File: src/rtl/sam_pkg.sv
// Shared types, register codes and reset values for the signal alert monitor.
package sam_pkg;

    localparam int TIME_BITS_DEFAULT = 32;
    localparam int SLOTS             = 3;
    localparam int CFG_IDX_BITS      = 3;
    localparam int CFG_DATA_BITS     = 32;

    // register indexes
    localparam logic [CFG_IDX_BITS-1:0] REG_MAX_SPEED       = 3'd0;
    localparam logic [CFG_IDX_BITS-1:0] REG_MIN_TEMPERATURE = 3'd1;
    localparam logic [CFG_IDX_BITS-1:0] REG_MAX_TEMPERATURE = 3'd2;
    localparam logic [CFG_IDX_BITS-1:0] REG_OVER_TEMP_LIMIT = 3'd3;
    localparam logic [CFG_IDX_BITS-1:0] REG_TIMEOUT_MS      = 3'd4;
    localparam logic [CFG_IDX_BITS-1:0] REG_START_TIME      = 3'd5;
    localparam logic [CFG_IDX_BITS-1:0] REG_MAX_GEAR        = 3'd6;

    // reset values
    localparam logic [14:0]        RST_MAX_SPEED       = 15'd2500;
    localparam logic signed [15:0] RST_MIN_TEMPERATURE = -16'sd400;
    localparam logic signed [15:0] RST_MAX_TEMPERATURE = 16'sd1500;
    localparam logic signed [15:0] RST_OVER_TEMP_LIMIT = 16'sd1100;
    localparam logic [15:0]        RST_TIMEOUT_MS      = 16'd1000;
    localparam logic [31:0]        RST_START_TIME      = 32'd0;
    localparam logic [7:0]         RST_MAX_GEAR        = 8'd6;

    // alert kinds, one per event slot, in emit order
    localparam logic [1:0] KIND_TIMEOUT  = 2'd0;
    localparam logic [1:0] KIND_ILLEGAL  = 2'd1;
    localparam logic [1:0] KIND_OVERTEMP = 2'd2;

    // severities
    localparam logic [1:0] SEV_INFO     = 2'd0;
    localparam logic [1:0] SEV_WARNING  = 2'd1;
    localparam logic [1:0] SEV_CRITICAL = 2'd2;

    // item commands
    localparam logic CMD_SIGNAL = 1'b0;
    localparam logic CMD_TICK   = 1'b1;

    typedef struct packed {
        logic              cmd;
        logic [31:0]       timestamp_ms;
        logic signed [15:0] speed;
        logic signed [15:0] temperature;
        logic [7:0]        gear_code;
    } item_t;

    typedef struct packed {
        logic [1:0]  alert_kind;
        logic [1:0]  severity;
        logic        raised;
        logic        speed_bad;
        logic        temperature_bad;
        logic        gear_bad;
        logic [31:0] elapsed_ms;
        logic        last;
    } alert_t;

    typedef struct packed {
        logic [14:0]        max_speed;
        logic signed [15:0] min_temperature;
        logic signed [15:0] max_temperature;
        logic signed [15:0] over_temperature_limit;
        logic [15:0]        timeout_ms;
        logic [31:0]        start_time;
        logic [7:0]         max_gear;
    } cfg_t;

    // evaluator to event buffer
    typedef struct packed {
        logic             load;
        logic [SLOTS-1:0] mask;
    } ev_load_t;

endpackage

File: src/rtl/sam_cfg_regs.sv
// Configuration register file of the signal alert monitor.
module sam_cfg_regs
(
    input  logic                                clk,
    input  logic                                rst_n,
    input  logic                                cfg_we,
    input  logic [sam_pkg::CFG_IDX_BITS-1:0]    cfg_index,
    input  logic [sam_pkg::CFG_DATA_BITS-1:0]   cfg_data,
    output sam_pkg::cfg_t                       cfg
);

    sam_pkg::cfg_t cfg_reg;
    sam_pkg::cfg_t cfg_next;

    always_comb
    begin
        cfg_next = cfg_reg;
        if (cfg_we)
        begin
            unique case (cfg_index)
                sam_pkg::REG_MAX_SPEED:       cfg_next.max_speed = cfg_data[14:0];
                sam_pkg::REG_MIN_TEMPERATURE: cfg_next.min_temperature = cfg_data[15:0];
                sam_pkg::REG_MAX_TEMPERATURE: cfg_next.max_temperature = cfg_data[15:0];
                sam_pkg::REG_OVER_TEMP_LIMIT:
                    cfg_next.over_temperature_limit = cfg_data[15:0];
                sam_pkg::REG_TIMEOUT_MS:      cfg_next.timeout_ms = cfg_data[15:0];
                sam_pkg::REG_START_TIME:      cfg_next.start_time = cfg_data[31:0];
                sam_pkg::REG_MAX_GEAR:        cfg_next.max_gear = cfg_data[7:0];
                default:                      cfg_next = cfg_reg;
            endcase
        end
    end

    always_ff @(posedge clk or negedge rst_n)
    begin
        if (!rst_n)
        begin
            cfg_reg.max_speed              <= sam_pkg::RST_MAX_SPEED;
            cfg_reg.min_temperature        <= sam_pkg::RST_MIN_TEMPERATURE;
            cfg_reg.max_temperature        <= sam_pkg::RST_MAX_TEMPERATURE;
            cfg_reg.over_temperature_limit <= sam_pkg::RST_OVER_TEMP_LIMIT;
            cfg_reg.timeout_ms             <= sam_pkg::RST_TIMEOUT_MS;
            cfg_reg.start_time             <= sam_pkg::RST_START_TIME;
            cfg_reg.max_gear               <= sam_pkg::RST_MAX_GEAR;
        end
        else
        begin
            cfg_reg <= cfg_next;
        end
    end

    assign cfg = cfg_reg;

endmodule

File: src/rtl/sam_eval.sv
// Input register, alert flag state and per-item event evaluation.
module sam_eval
#(
    parameter int TIME_BITS = sam_pkg::TIME_BITS_DEFAULT
)
(
    input  logic                                  clk,
    input  logic                                  rst_n,
    input  sam_pkg::cfg_t                         cfg,
    input  logic                                  item_valid,
    output logic                                  item_stall,
    input  sam_pkg::item_t                        item,
    input  logic                                  buf_free,
    output sam_pkg::ev_load_t                     ev_load,
    output sam_pkg::alert_t [sam_pkg::SLOTS-1:0]  ev_slots
);

    // times compare modulo 2^min(TIME_BITS, 32); the port fields carry 32 bits
    localparam int CMP_BITS = (TIME_BITS < 32) ? TIME_BITS : 32;

    sam_pkg::item_t item_reg;
    logic           item_valid_reg;
    logic           item_valid_next;

    logic                timeout_active_reg, timeout_active_next;
    logic                illegal_active_reg, illegal_active_next;
    logic                overtemp_active_reg, overtemp_active_next;
    logic                seen_signal_reg, seen_signal_next;
    logic [CMP_BITS-1:0] last_signal_time_reg, last_signal_time_next;

    logic                eval_take;
    logic                take_in;
    logic [CMP_BITS-1:0] now;
    logic [CMP_BITS-1:0] ref_time;
    logic [CMP_BITS-1:0] elapsed;
    logic                tmo_hit;
    logic                sb, tb, gb, illegal, over;
    logic [sam_pkg::SLOTS-1:0] mask;

    assign eval_take  = item_valid_reg && buf_free;
    assign item_stall = item_valid_reg && !buf_free;
    assign take_in    = item_valid && !item_stall;

    always_comb
    begin
        if (take_in)
            item_valid_next = 1'b1;
        else if (eval_take)
            item_valid_next = 1'b0;
        else
            item_valid_next = item_valid_reg;
    end

    always_comb
    begin
        now      = item_reg.timestamp_ms[CMP_BITS-1:0];
        ref_time = seen_signal_reg ? last_signal_time_reg : cfg.start_time[CMP_BITS-1:0];
        elapsed  = now - ref_time;
        // negative elapsed time never times out
        tmo_hit = (now >= ref_time) && (elapsed >= CMP_BITS'(cfg.timeout_ms));

        sb = item_reg.speed[15] || (item_reg.speed[14:0] > cfg.max_speed);
        tb = (item_reg.temperature < cfg.min_temperature) ||
             (item_reg.temperature > cfg.max_temperature);
        gb = item_reg.gear_code > cfg.max_gear;
        illegal = sb || tb || gb;
        over    = !tb && (item_reg.temperature > cfg.over_temperature_limit);
    end

    always_comb
    begin
        mask = '0;
        for (int i = 0; i < sam_pkg::SLOTS; i++)
        begin
            ev_slots[i] = '0;
        end
        ev_slots[0].alert_kind = sam_pkg::KIND_TIMEOUT;
        ev_slots[1].alert_kind = sam_pkg::KIND_ILLEGAL;
        ev_slots[2].alert_kind = sam_pkg::KIND_OVERTEMP;

        timeout_active_next   = timeout_active_reg;
        illegal_active_next   = illegal_active_reg;
        overtemp_active_next  = overtemp_active_reg;
        seen_signal_next      = seen_signal_reg;
        last_signal_time_next = last_signal_time_reg;

        if (item_reg.cmd == sam_pkg::CMD_TICK)
        begin
            if (tmo_hit != timeout_active_reg)
            begin
                mask[0]             = 1'b1;
                timeout_active_next = tmo_hit;
                if (tmo_hit)
                begin
                    ev_slots[0].severity   = sam_pkg::SEV_CRITICAL;
                    ev_slots[0].raised     = 1'b1;
                    ev_slots[0].elapsed_ms = 32'(elapsed);
                end
            end
        end
        else
        begin
            seen_signal_next      = 1'b1;
            last_signal_time_next = now;
            if (timeout_active_reg)
            begin
                mask[0]             = 1'b1;
                timeout_active_next = 1'b0;
            end
            if (illegal != illegal_active_reg)
            begin
                mask[1]             = 1'b1;
                illegal_active_next = illegal;
                if (illegal)
                begin
                    ev_slots[1].severity        = sam_pkg::SEV_WARNING;
                    ev_slots[1].raised          = 1'b1;
                    ev_slots[1].speed_bad       = sb;
                    ev_slots[1].temperature_bad = tb;
                    ev_slots[1].gear_bad        = gb;
                end
            end
            if (over != overtemp_active_reg)
            begin
                mask[2]              = 1'b1;
                overtemp_active_next = over;
                if (over)
                begin
                    ev_slots[2].severity = sam_pkg::SEV_CRITICAL;
                    ev_slots[2].raised   = 1'b1;
                end
            end
        end
    end

    assign ev_load.load = eval_take;
    assign ev_load.mask = mask;

    always_ff @(posedge clk or negedge rst_n)
    begin
        if (!rst_n)
        begin
            item_valid_reg       <= 1'b0;
            timeout_active_reg   <= 1'b0;
            illegal_active_reg   <= 1'b0;
            overtemp_active_reg  <= 1'b0;
            seen_signal_reg      <= 1'b0;
            last_signal_time_reg <= '0;
        end
        else
        begin
            item_valid_reg <= item_valid_next;
            if (eval_take)
            begin
                timeout_active_reg   <= timeout_active_next;
                illegal_active_reg   <= illegal_active_next;
                overtemp_active_reg  <= overtemp_active_next;
                seen_signal_reg      <= seen_signal_next;
                last_signal_time_reg <= last_signal_time_next;
            end
        end
    end

    always_ff @(posedge clk)
    begin
        if (take_in)
            item_reg <= item;
    end

endmodule

File: src/rtl/sam_event_buf.sv
// Event slot buffer and output register: drains one alert beat per cycle in kind order while alert_stall is low.
module sam_event_buf
(
    input  logic                                  clk,
    input  logic                                  rst_n,
    input  sam_pkg::ev_load_t                     ev_load,
    input  sam_pkg::alert_t [sam_pkg::SLOTS-1:0]  ev_slots,
    output logic                                  buf_free,
    output logic                                  alert_valid,
    input  logic                                  alert_stall,
    output sam_pkg::alert_t                       alert
);

    sam_pkg::alert_t [sam_pkg::SLOTS-1:0] slot_reg;
    logic [sam_pkg::SLOTS-1:0]            mask_reg, mask_next;
    logic [sam_pkg::SLOTS-1:0]            mask_after;
    logic [sam_pkg::SLOTS-1:0]            sel_oh;
    logic [1:0]                           sel_idx;
    logic                                 alert_valid_reg, alert_valid_next;
    sam_pkg::alert_t                      alert_reg, alert_next;
    logic                                 out_take, out_open, move;

    assign out_take = alert_valid_reg && !alert_stall;
    assign out_open = !alert_valid_reg || out_take;

    always_comb
    begin
        sel_oh  = '0;
        sel_idx = 2'd0;
        priority if (mask_reg[0])
        begin
            sel_oh  = 3'b001;
            sel_idx = 2'd0;
        end
        else if (mask_reg[1])
        begin
            sel_oh  = 3'b010;
            sel_idx = 2'd1;
        end
        else if (mask_reg[2])
        begin
            sel_oh  = 3'b100;
            sel_idx = 2'd2;
        end
        else
        begin
            sel_oh  = '0;
            sel_idx = 2'd0;
        end
    end

    assign move       = out_open && (mask_reg != '0);
    assign mask_after = move ? (mask_reg & ~sel_oh) : mask_reg;
    assign buf_free   = (mask_after == '0);
    assign mask_next  = ev_load.load ? ev_load.mask : mask_after;

    always_comb
    begin
        alert_next = alert_reg;
        if (move)
        begin
            alert_next      = slot_reg[sel_idx];
            // final beat of the item when nothing else is left in the slots
            alert_next.last = (mask_after == '0);
        end
        if (move)
            alert_valid_next = 1'b1;
        else if (out_take)
            alert_valid_next = 1'b0;
        else
            alert_valid_next = alert_valid_reg;
    end

    always_ff @(posedge clk or negedge rst_n)
    begin
        if (!rst_n)
        begin
            mask_reg        <= '0;
            alert_valid_reg <= 1'b0;
        end
        else
        begin
            mask_reg        <= mask_next;
            alert_valid_reg <= alert_valid_next;
        end
    end

    always_ff @(posedge clk)
    begin
        alert_reg <= alert_next;
        if (ev_load.load)
            slot_reg <= ev_slots;
    end

    assign alert_valid = alert_valid_reg;
    assign alert       = alert_reg;

endmodule

File: src/rtl/signal_alert_monitor.sv
// Top level of the signal alert monitor.
// An item is registered on acceptance and evaluated from that register, once the
// event buffer is free, against the alert flags and configuration; its events (zero
// to three, in kind order timeout, illegal, over-temperature) go into a three-slot
// buffer and leave through an output register one beat per cycle while alert_stall
// is low, the final one marked by last. An item reaches its first alert beat through
// the input, slot and output registers. The single drain port of the event buffer
// paces items: the next item is evaluated only once the buffer has moved out the
// last event of the previous one. Configuration writes take effect on the next cycle.
module signal_alert_monitor
#(
    parameter int TIME_BITS = sam_pkg::TIME_BITS_DEFAULT
)
(
    input  logic                              clk,
    input  logic                              rst_n,
    input  logic                              item_valid,
    output logic                              item_stall,
    input  sam_pkg::item_t                    item,
    output logic                              alert_valid,
    input  logic                              alert_stall,
    output sam_pkg::alert_t                   alert,
    input  logic                              cfg_we,
    input  logic [sam_pkg::CFG_IDX_BITS-1:0]  cfg_index,
    input  logic [sam_pkg::CFG_DATA_BITS-1:0] cfg_data
);

    sam_pkg::cfg_t                        cfg;
    sam_pkg::ev_load_t                    ev_load;
    sam_pkg::alert_t [sam_pkg::SLOTS-1:0] ev_slots;
    logic                                 buf_free;

    sam_cfg_regs u_cfg_regs
    (
        .clk       (clk),
        .rst_n     (rst_n),
        .cfg_we    (cfg_we),
        .cfg_index (cfg_index),
        .cfg_data  (cfg_data),
        .cfg       (cfg)
    );

    sam_eval
    #(
        .TIME_BITS (TIME_BITS)
    )
    u_eval
    (
        .clk        (clk),
        .rst_n      (rst_n),
        .cfg        (cfg),
        .item_valid (item_valid),
        .item_stall (item_stall),
        .item       (item),
        .buf_free   (buf_free),
        .ev_load    (ev_load),
        .ev_slots   (ev_slots)
    );

    sam_event_buf u_event_buf
    (
        .clk         (clk),
        .rst_n       (rst_n),
        .ev_load     (ev_load),
        .ev_slots    (ev_slots),
        .buf_free    (buf_free),
        .alert_valid (alert_valid),
        .alert_stall (alert_stall),
        .alert       (alert)
    );

endmodule
File: config.mk
export PLATFORM = sky130hd
export DESIGN_NAME = signal_alert_monitor
export DESIGN_NICKNAME = d
export VERILOG_FILES = /design/src/rtl/sam_pkg.sv /design/src/rtl/sam_cfg_regs.sv /design/src/rtl/sam_eval.sv /design/src/rtl/sam_event_buf.sv /design/src/rtl/signal_alert_monitor.sv
export SDC_FILE = /design/constraint.sdc
export NUM_CORES = 1
export LEC_CHECK = 0
export ABC_AREA = 1
export BUFFER_PORTS_ARGS = -buffer_cell sky130_fd_sc_hd__buf_2
export CAP_MARGIN = 20
export CELL_PAD_IN_SITES_DETAIL_PLACEMENT = 1
export CELL_PAD_IN_SITES_GLOBAL_PLACEMENT = 1
export CORE_MARGIN = 5
export CORE_UTILIZATION = 41
export DETAILED_ROUTE_END_ITERATION = 7
export PLACE_DENSITY_LB_ADDON = 0.1
export SYNTH_ARGS = -nofsm -noshare
export SYNTH_HDL_FRONTEND = slang
export SYNTH_SLANG_ARGS = --single-unit
File: constraint.sdc
create_clock -name clk -period 5.7 [get_ports clk]
set_input_delay 0.57 -clock clk [delete_from_list [all_inputs] [get_ports clk]]
set_output_delay 0.57 -clock clk [all_outputs]
set_load 0.1 [all_outputs]
=== Word-level counts from Yosys, hierarchy flattened ===
Index checks and enable logic that the tools add are counted.

* Register bits after elaboration: 318
* Input port bits: 113
* Output and inout port bits: 43

* Bitwise logic cells: 6
* Equality and inequality tests: 10
* Reductions and logical operators: 38
* Magnitude comparators: 8
* Add/sub/neg operators: 1
* Mux-type cells: 26

{| class="wikitable"
|+ Operators with widths
! cell !! count
|-
| binary-select mux 41 bit (select 2 bit) || 1
|-
| two-way mux 41 bit || 1
|-
| greater-or-equal comparator 32 x 16 -> 1 bit || 1
|-
| greater-or-equal comparator 32 bit || 1
|-
| greater-than comparator 16 bit || 2
|-
| two-way mux 32 bit || 1
|-
| subtractor 32 bit || 1
|-
| two-way mux 3 bit || 7
|-
| AND reduction 2 bit || 10
|-
| less-than comparator 16 bit || 1
|-
| greater-than comparator 15 bit || 1
|-
| two-way mux 1 bit || 11
|-
| equality test 3 bit, second input constant || 3
|-
| AND reduction 3 bit || 3
|-
| greater-than comparator 8 bit || 1
|-
| two-way mux 2 bit || 4
|-
| logical AND 1 bit || 7
|-
| equality test 3 x 2 -> 1 bit, second input constant || 2
|-
| logical NOT 3 bit || 2
|-
| logical NOT 1 bit || 5
|-
| logical OR 1 bit || 5
|-
| two-way mux 5 bit || 1
|-
| NOT 1 bit || 4
|-
| nonzero test 2 bit || 2
|-
| other kinds (9) || 12
|}

=== Logic depth before layout (Yosys ltp) ===
* Word-level depth: 12
* Mapped depth: 33
* Mapped depth without buffers: 32

=== Cells and area by module ===
A second synthesis with hierarchy kept.

* Cells, all modules: 2,290
* Area total of the unflattened synthesis: 20,633.5 sq um

{| class="wikitable"
|+ Modules (own cells, without submodules)
! module !! sequential area each (sq um) !! times used !! cells an instance !! area an instance (sq um)
|-
| sam_eval || 3,118.0 || 1 || 1,359 || 9,915.8
|-
| sam_event_buf || 4,934.7 || 1 || 407 || 6,059.6
|-
| sam_cfg_regs || 3,020.4 || 1 || 524 || 4,658.2
|}

=== Worst setup path before layout ===
OpenSTA, ideal clock, no wires.

* Path type: register to register
* Start point: register u_event_buf.alert_valid_reg, in the netlist u_event_buf.alert_valid
* End point: register u_eval.item_reg[0] (netlist bit) (enable)
* Stages on the path, launching flop included: 9
* Data required time: 5.196 ns
* Data arrival time: 6.230 ns
* Buffers on the path: 0
* Setup slack: -1.034 ns
* Path through: dfrtp_1 -> nand2_1 -> a21boi_2 -> nor2_1 -> nor3_2 -> inv_2 -> nand2_1 -> inv_1 -> nor2_1

* Word-level cells in the longest chain between the ends: 9
* Elaborated cells between the ends (all ways): 10
* Those cells by class: mux (1); reduce/logical (9)

{| class="wikitable"
|+ RTL lines
! item !! RTL line !! text
|-
| start, declared || sam_event_buf.sv:19 || <nowiki>logic alert_valid_reg, alert_valid_next;</nowiki>
|-
| start signal, assigned || sam_event_buf.sv:84 || <nowiki>alert_valid_reg <= alert_valid_next;</nowiki>
|-
| logical NOT 1 bit / logical AND 1 bit (equally long branches) || sam_event_buf.sv:24, sam_event_buf.sv:23 ||
|-
| logical OR 1 bit * || sam_event_buf.sv:24 || <nowiki>assign out_open = !alert_valid_reg || out_take;</nowiki>
|-
| logical AND 1 bit * || sam_event_buf.sv:52 || <nowiki>assign move = out_open && (mask_reg != '0);</nowiki>
|-
| two-way mux 3 bit * || sam_event_buf.sv:53 || <nowiki>assign mask_after = move ? (mask_reg & ~sel_oh) : mask_reg;</nowiki>
|-
| logical NOT 3 bit * || sam_event_buf.sv:54 || <nowiki>assign buf_free = (mask_after == '0);</nowiki>
|-
| net buf_free || signal_alert_monitor.sv:31 || <nowiki>logic buf_free;</nowiki>
|-
| logical NOT 1 bit * || sam_eval.sv:41 || <nowiki>assign item_stall = item_valid_reg && !buf_free;</nowiki>
|-
| logical AND 1 bit * || sam_eval.sv:41 ||
|-
| net item_stall || signal_alert_monitor.sv:18 || <nowiki>output logic item_stall,</nowiki>
|-
| logical NOT 1 bit * || sam_eval.sv:42 || <nowiki>assign take_in = item_valid && !item_stall;</nowiki>
|-
| logical AND 1 bit * || sam_eval.sv:42 ||
|-
| end signal, assigned || sam_eval.sv:167 || <nowiki>item_reg <= item;</nowiki>
|-
| end, declared || sam_eval.sv:21 || <nowiki>sam_pkg::item_t item_reg;</nowiki>
|}

The timed path passes the listed nets; every way through them passes the cells marked *.
A chain may end at the register's enable or synchronous reset.

=== Final worst setup path ===
* Start point: register u_eval.seen_signal_reg
* End point: register u_event_buf.mask_reg[0] (netlist bit)

* Word-level cells in the longest chain between the ends: 8
* Elaborated cells between the ends (all ways): 9
* Those cells by class: add/sub (1); order compare (2); eq/ne (1); mux (4); reduce/logical (1)

{| class="wikitable"
|+ RTL lines
! item !! RTL line !! text
|-
| start, declared || sam_eval.sv:28 || <nowiki>logic seen_signal_reg, seen_signal_next;</nowiki>
|-
| start signal, assigned || sam_eval.sv:158 || <nowiki>seen_signal_reg <= seen_signal_next;</nowiki>
|-
| two-way mux 32 bit || sam_eval.sv:57 || <nowiki>ref_time = seen_signal_reg ? last_signal_time_reg : cfg.start_time[CMP_BITS-1:0];</nowiki>
|-
| subtractor 32 bit || sam_eval.sv:58 || <nowiki>elapsed = now - ref_time;</nowiki>
|-
| net u_eval.elapsed[6] || sam_eval.sv:35 || <nowiki>logic [CMP_BITS-1:0] elapsed;</nowiki>
|-
| greater-or-equal comparator 32 x 16 -> 1 bit || sam_eval.sv:60 || <nowiki>tmo_hit = (now >= ref_time) && (elapsed >= CMP_BITS'(cfg.timeout_ms));</nowiki>
|-
| logical AND 1 bit || sam_eval.sv:60 ||
|-
| net u_eval.tmo_hit || sam_eval.sv:36 || <nowiki>logic tmo_hit;</nowiki>
|-
| != test 1 bit || sam_eval.sv:89 || <nowiki>if (tmo_hit != timeout_active_reg)</nowiki>
|-
| two-way mux 1 bit || sam_eval.sv:89 ||
|-
| two-way mux 1 bit || sam_eval.sv:87 || <nowiki>if (item_reg.cmd == sam_pkg::CMD_TICK)</nowiki>
|-
| two-way mux 3 bit || sam_event_buf.sv:55 || <nowiki>assign mask_next = ev_load.load ? ev_load.mask : mask_after;</nowiki>
|-
| net u_event_buf.mask_next, one bit || sam_event_buf.sv:15 || <nowiki>logic [sam_pkg::SLOTS-1:0] mask_reg, mask_next;</nowiki>
|-
| end signal, assigned || sam_event_buf.sv:83 || <nowiki>mask_reg <= mask_next;</nowiki>
|-
| end, declared || sam_event_buf.sv:15 ||
|}

The timed path passes the listed nets, and every way through them passes these cells.

==> flow_summary.ini <==
[place]
port_buffers = 155
dpl_cell_area_um2 = 17600
hpwl_mm = 34.0
gp_congestion = 0.872

[synth]
netlist_instances = 1818
synthXorXnorAreaFrac_pct = 0.702
synth_area_leaders = edfxtp_1 28%, dfrtp_1 19%, nand2_1 13%
yosys.area_share.simple_pct = 19.4
synth_top_family_by_area = simple AND/OR/NAND/NOR gates
syn-num-nets = 2052
netlist.area_leader.share_pct = 28.1
ys_types = 38
seq_area_frac_synth_pct = 53.1
synth_mux_area_share_pct = 3.02
syn_avg_cell_area_um2 = 8.92
synth_fa_ha_area_share_pct = 9.38
syn_area_um2 = 16200
ys_warn_count = 0
synthTopCellsByCount = 561 x nand2_1, 285 x inv_1, 152 x edfxtp_1, 138 x nor2_1, 126 x dfrtp_1
yosys.area.top_type = edfxtp_1
synthFlopType = edfxtp_1
synth.most_common_cell = nand2_1
synth_compound_area_share_pct = 6.55
ys_seq_elements = 312
async_flop_share_pct = 51.3
synth_edf_count = 152

[worst_setup_path]
crit_path_top_delay_cell = dfrtp_2
arrival_ps = 5080
reg2reg_slack_ps = 1030
worst-path-max-fanout = 24
crit_top_cell = nand2_1
start_kind = flop
cp.required_ps = 6110
endpoint_kind = flop
critPathMaxStageDelay_ps = 510
path_class = flop to flop

[floorplan]
num_io_pins = 156
die_h_um = 209
start_util_pct = 41.7
core_area_um2 = 38900
die_x_um = 209
dieArea_um2 = 43600
rows = 72

[clock_network]
cts_root_buf = clkbuf_16
clk_pin_slew_worst_paths_ps = 70
postCtsSetupBuffers = 0
cts-htree-levels = 2
clock_sinks = 312
cts_resized = 0
hold_buffers = 1
clock_latency_ps = 540
numCtsBuffers = 37
clock_path_buffers = 3
cts_tree = done

[drt]
drt-pass1-iter-count = 5
drtAntennaViolNets = 0
wire_per_inst_um = 17.6
drc = 0
vias_per_cell = 4.84
finalWirelength_mm = 44.6
vias = 12266
drtIter0Drc = 571

[job]
max-cap-violations = 0

[run_status]
status = complete, no violations

[power_and_ir_drop]
peakVddDrop_mv = 0.254
p_sw_share_pct = 46.0
power_frac_comb_pct = 47.9
p_switching_mw = 5.35
internal_power_mw = 6.28
p_per_area_nw_per_um2 = 616
clkPwrFrac_pct = 20.5
p_leak_nw = 9.58
power_mw = 11.6
p_seq_share_pct = 31.5

[global_route]
antenna_found_initial = 2
grt_pass1_vias = 12944
grt_overflow = 0
grt_pass1_wl_mm = 72.1
track_usage_pct = 20.6
grt_start_max_net_pins = 65

[timing]
period_minus_slack_ps = 4670
fmax_mhz = 214
rsz0062_at_grt = no
setup_viol = 0
maxSlewViolCount = 0
min_period_over_period_pct = 82.0
hold_viol_final = 0
skew_ps = 15.0
fin_setup_tns_ps = 0
worstMarginPinSlew_ps = 1010
max_slew_margin_pct = 32.5

[worst_hold_path]
hold_class = input port to flop

[final_layout]
drive_gt1_share_pct = 14.4
fin_area_um2 = 18900
largest_register_ffs = 119
syn_to_final_growth_pct = 16.3
nets = 2219
==> power by group through the flow <==
stage          Clock (mW)  Combinational (mW)  Sequential (mW)
2_1_floorplan           0                3.04             4.73
3_3_place_gp            0                5.41             3.69
3_5_place_dp            0                5.57             3.71
4_1_cts              2.45                5.61             3.67
5_1_grt              2.55                6.26             3.75
6_report             2.39                5.57             3.67
==> logic make-up after synthesis <==
family | after synthesis
AND/OR/NAND/NOR | 790
buffers and inverters | 329
flip-flops | 312
AO/OA/AOI/OAI | 206
adder cells (fa/ha/maj) | 121
multiplexers | 47
XOR/XNOR | 13
==> layer usage <==
| layer | GRT usage, % | part of all wire, % | vias up |
|---|---|---|---|
| li1 | - | - | 6168 |
| met1 | 31.6 | 51 | 5814 |
| met2 | 30.8 | 42 | 237 |
| met3 | 3.40 | 4.9 | 47 |
| met4 | 4.86 | 1.8 | 0 |
| met5 | 0 | 0 | - |
==> per-stage QoR <==
step	hold WS, ps	utilization, %	std cells	setup slack [ps]
3_3_place_gp	453	45.1	2460	1210
2_1_floorplan	274	-	1818	202
5_1_grt	173	48.5	2532	401
3_5_place_dp	462	45.1	2460	960
4_1_cts	164	48.3	2529	957
6_report	193	48.5	2534	1030
==> worst max-delay path, delay by kind of cell, from the launching register on <==
| kind | cells | cell delay (ps) |
|---|---|---|
| simple gates | 19 | 1550 |
| fa+ha+maj | 4 | 1110 |
| buf+inv | 5 | 720 |
| flops | 1 | 510 |
| compound gates | 3 | 430 |
| xor+xnor | 1 | 220 |
==> cells in the final DEF, fill, tap and decap left out, types with 2 or more instances in the layout <==
master     instances
a211oi_1           2
a21oi_1           75
and2_1             5
buf_2            154
buf_4             10
buf_8              2
bufinv_16          2
clkbuf_1          13
clkbuf_16         40
clkbuf_8           5
clkinv_2           3
clkinv_4           2
dfrtp_1          125
dfstp_2           34
diode_2            2
edfxtp_1         152
ha_1             120
inv_1            285
inv_2              3
inv_6              2
mux2_2            16
mux2i_1           31
nand2_1          561
nand3_1           38
nand3b_1           6
nand4_1           17
nor2_1           136
nor2_2             2
nor2_4             3
nor3_1            13
nor3_2             3
o211ai_1           2
o21ai_0          120
or2_2              4
xor2_1            13
==> cell type report <==
cell class	count	area, um2
Timing Repair Buffer	169	925
Antenna cell	2	5.00
Tap cell	518	648
Clock inverter	10	118
Sequential cell	312	8610
Inverter	288	1080
Multi-Input combinational cell	1177	6360
Fill cell	4626	20000
Clock buffer	58	1120
==> final timing paths <==
path | cells past startpoint | endpoint | start
max in group asynchronous | 3 | u_cfg_regs.cfg[88] | rst_n
max | 32 | u_event_buf.mask_reg[0] | u_eval.seen_signal_reg
min | 1 | u_eval.now[30] | item[70]
max reg2reg | 32 | u_event_buf.mask_reg[0] | u_eval.seen_signal_reg
min reg2reg | 2 | u_eval.last_signal_time_reg[17] | u_eval.last_signal_time_reg[17]
min in group asynchronous | 2 | u_cfg_regs.cfg[113] | rst_n
Note: power is estimated with default switching activity, not from simulation.
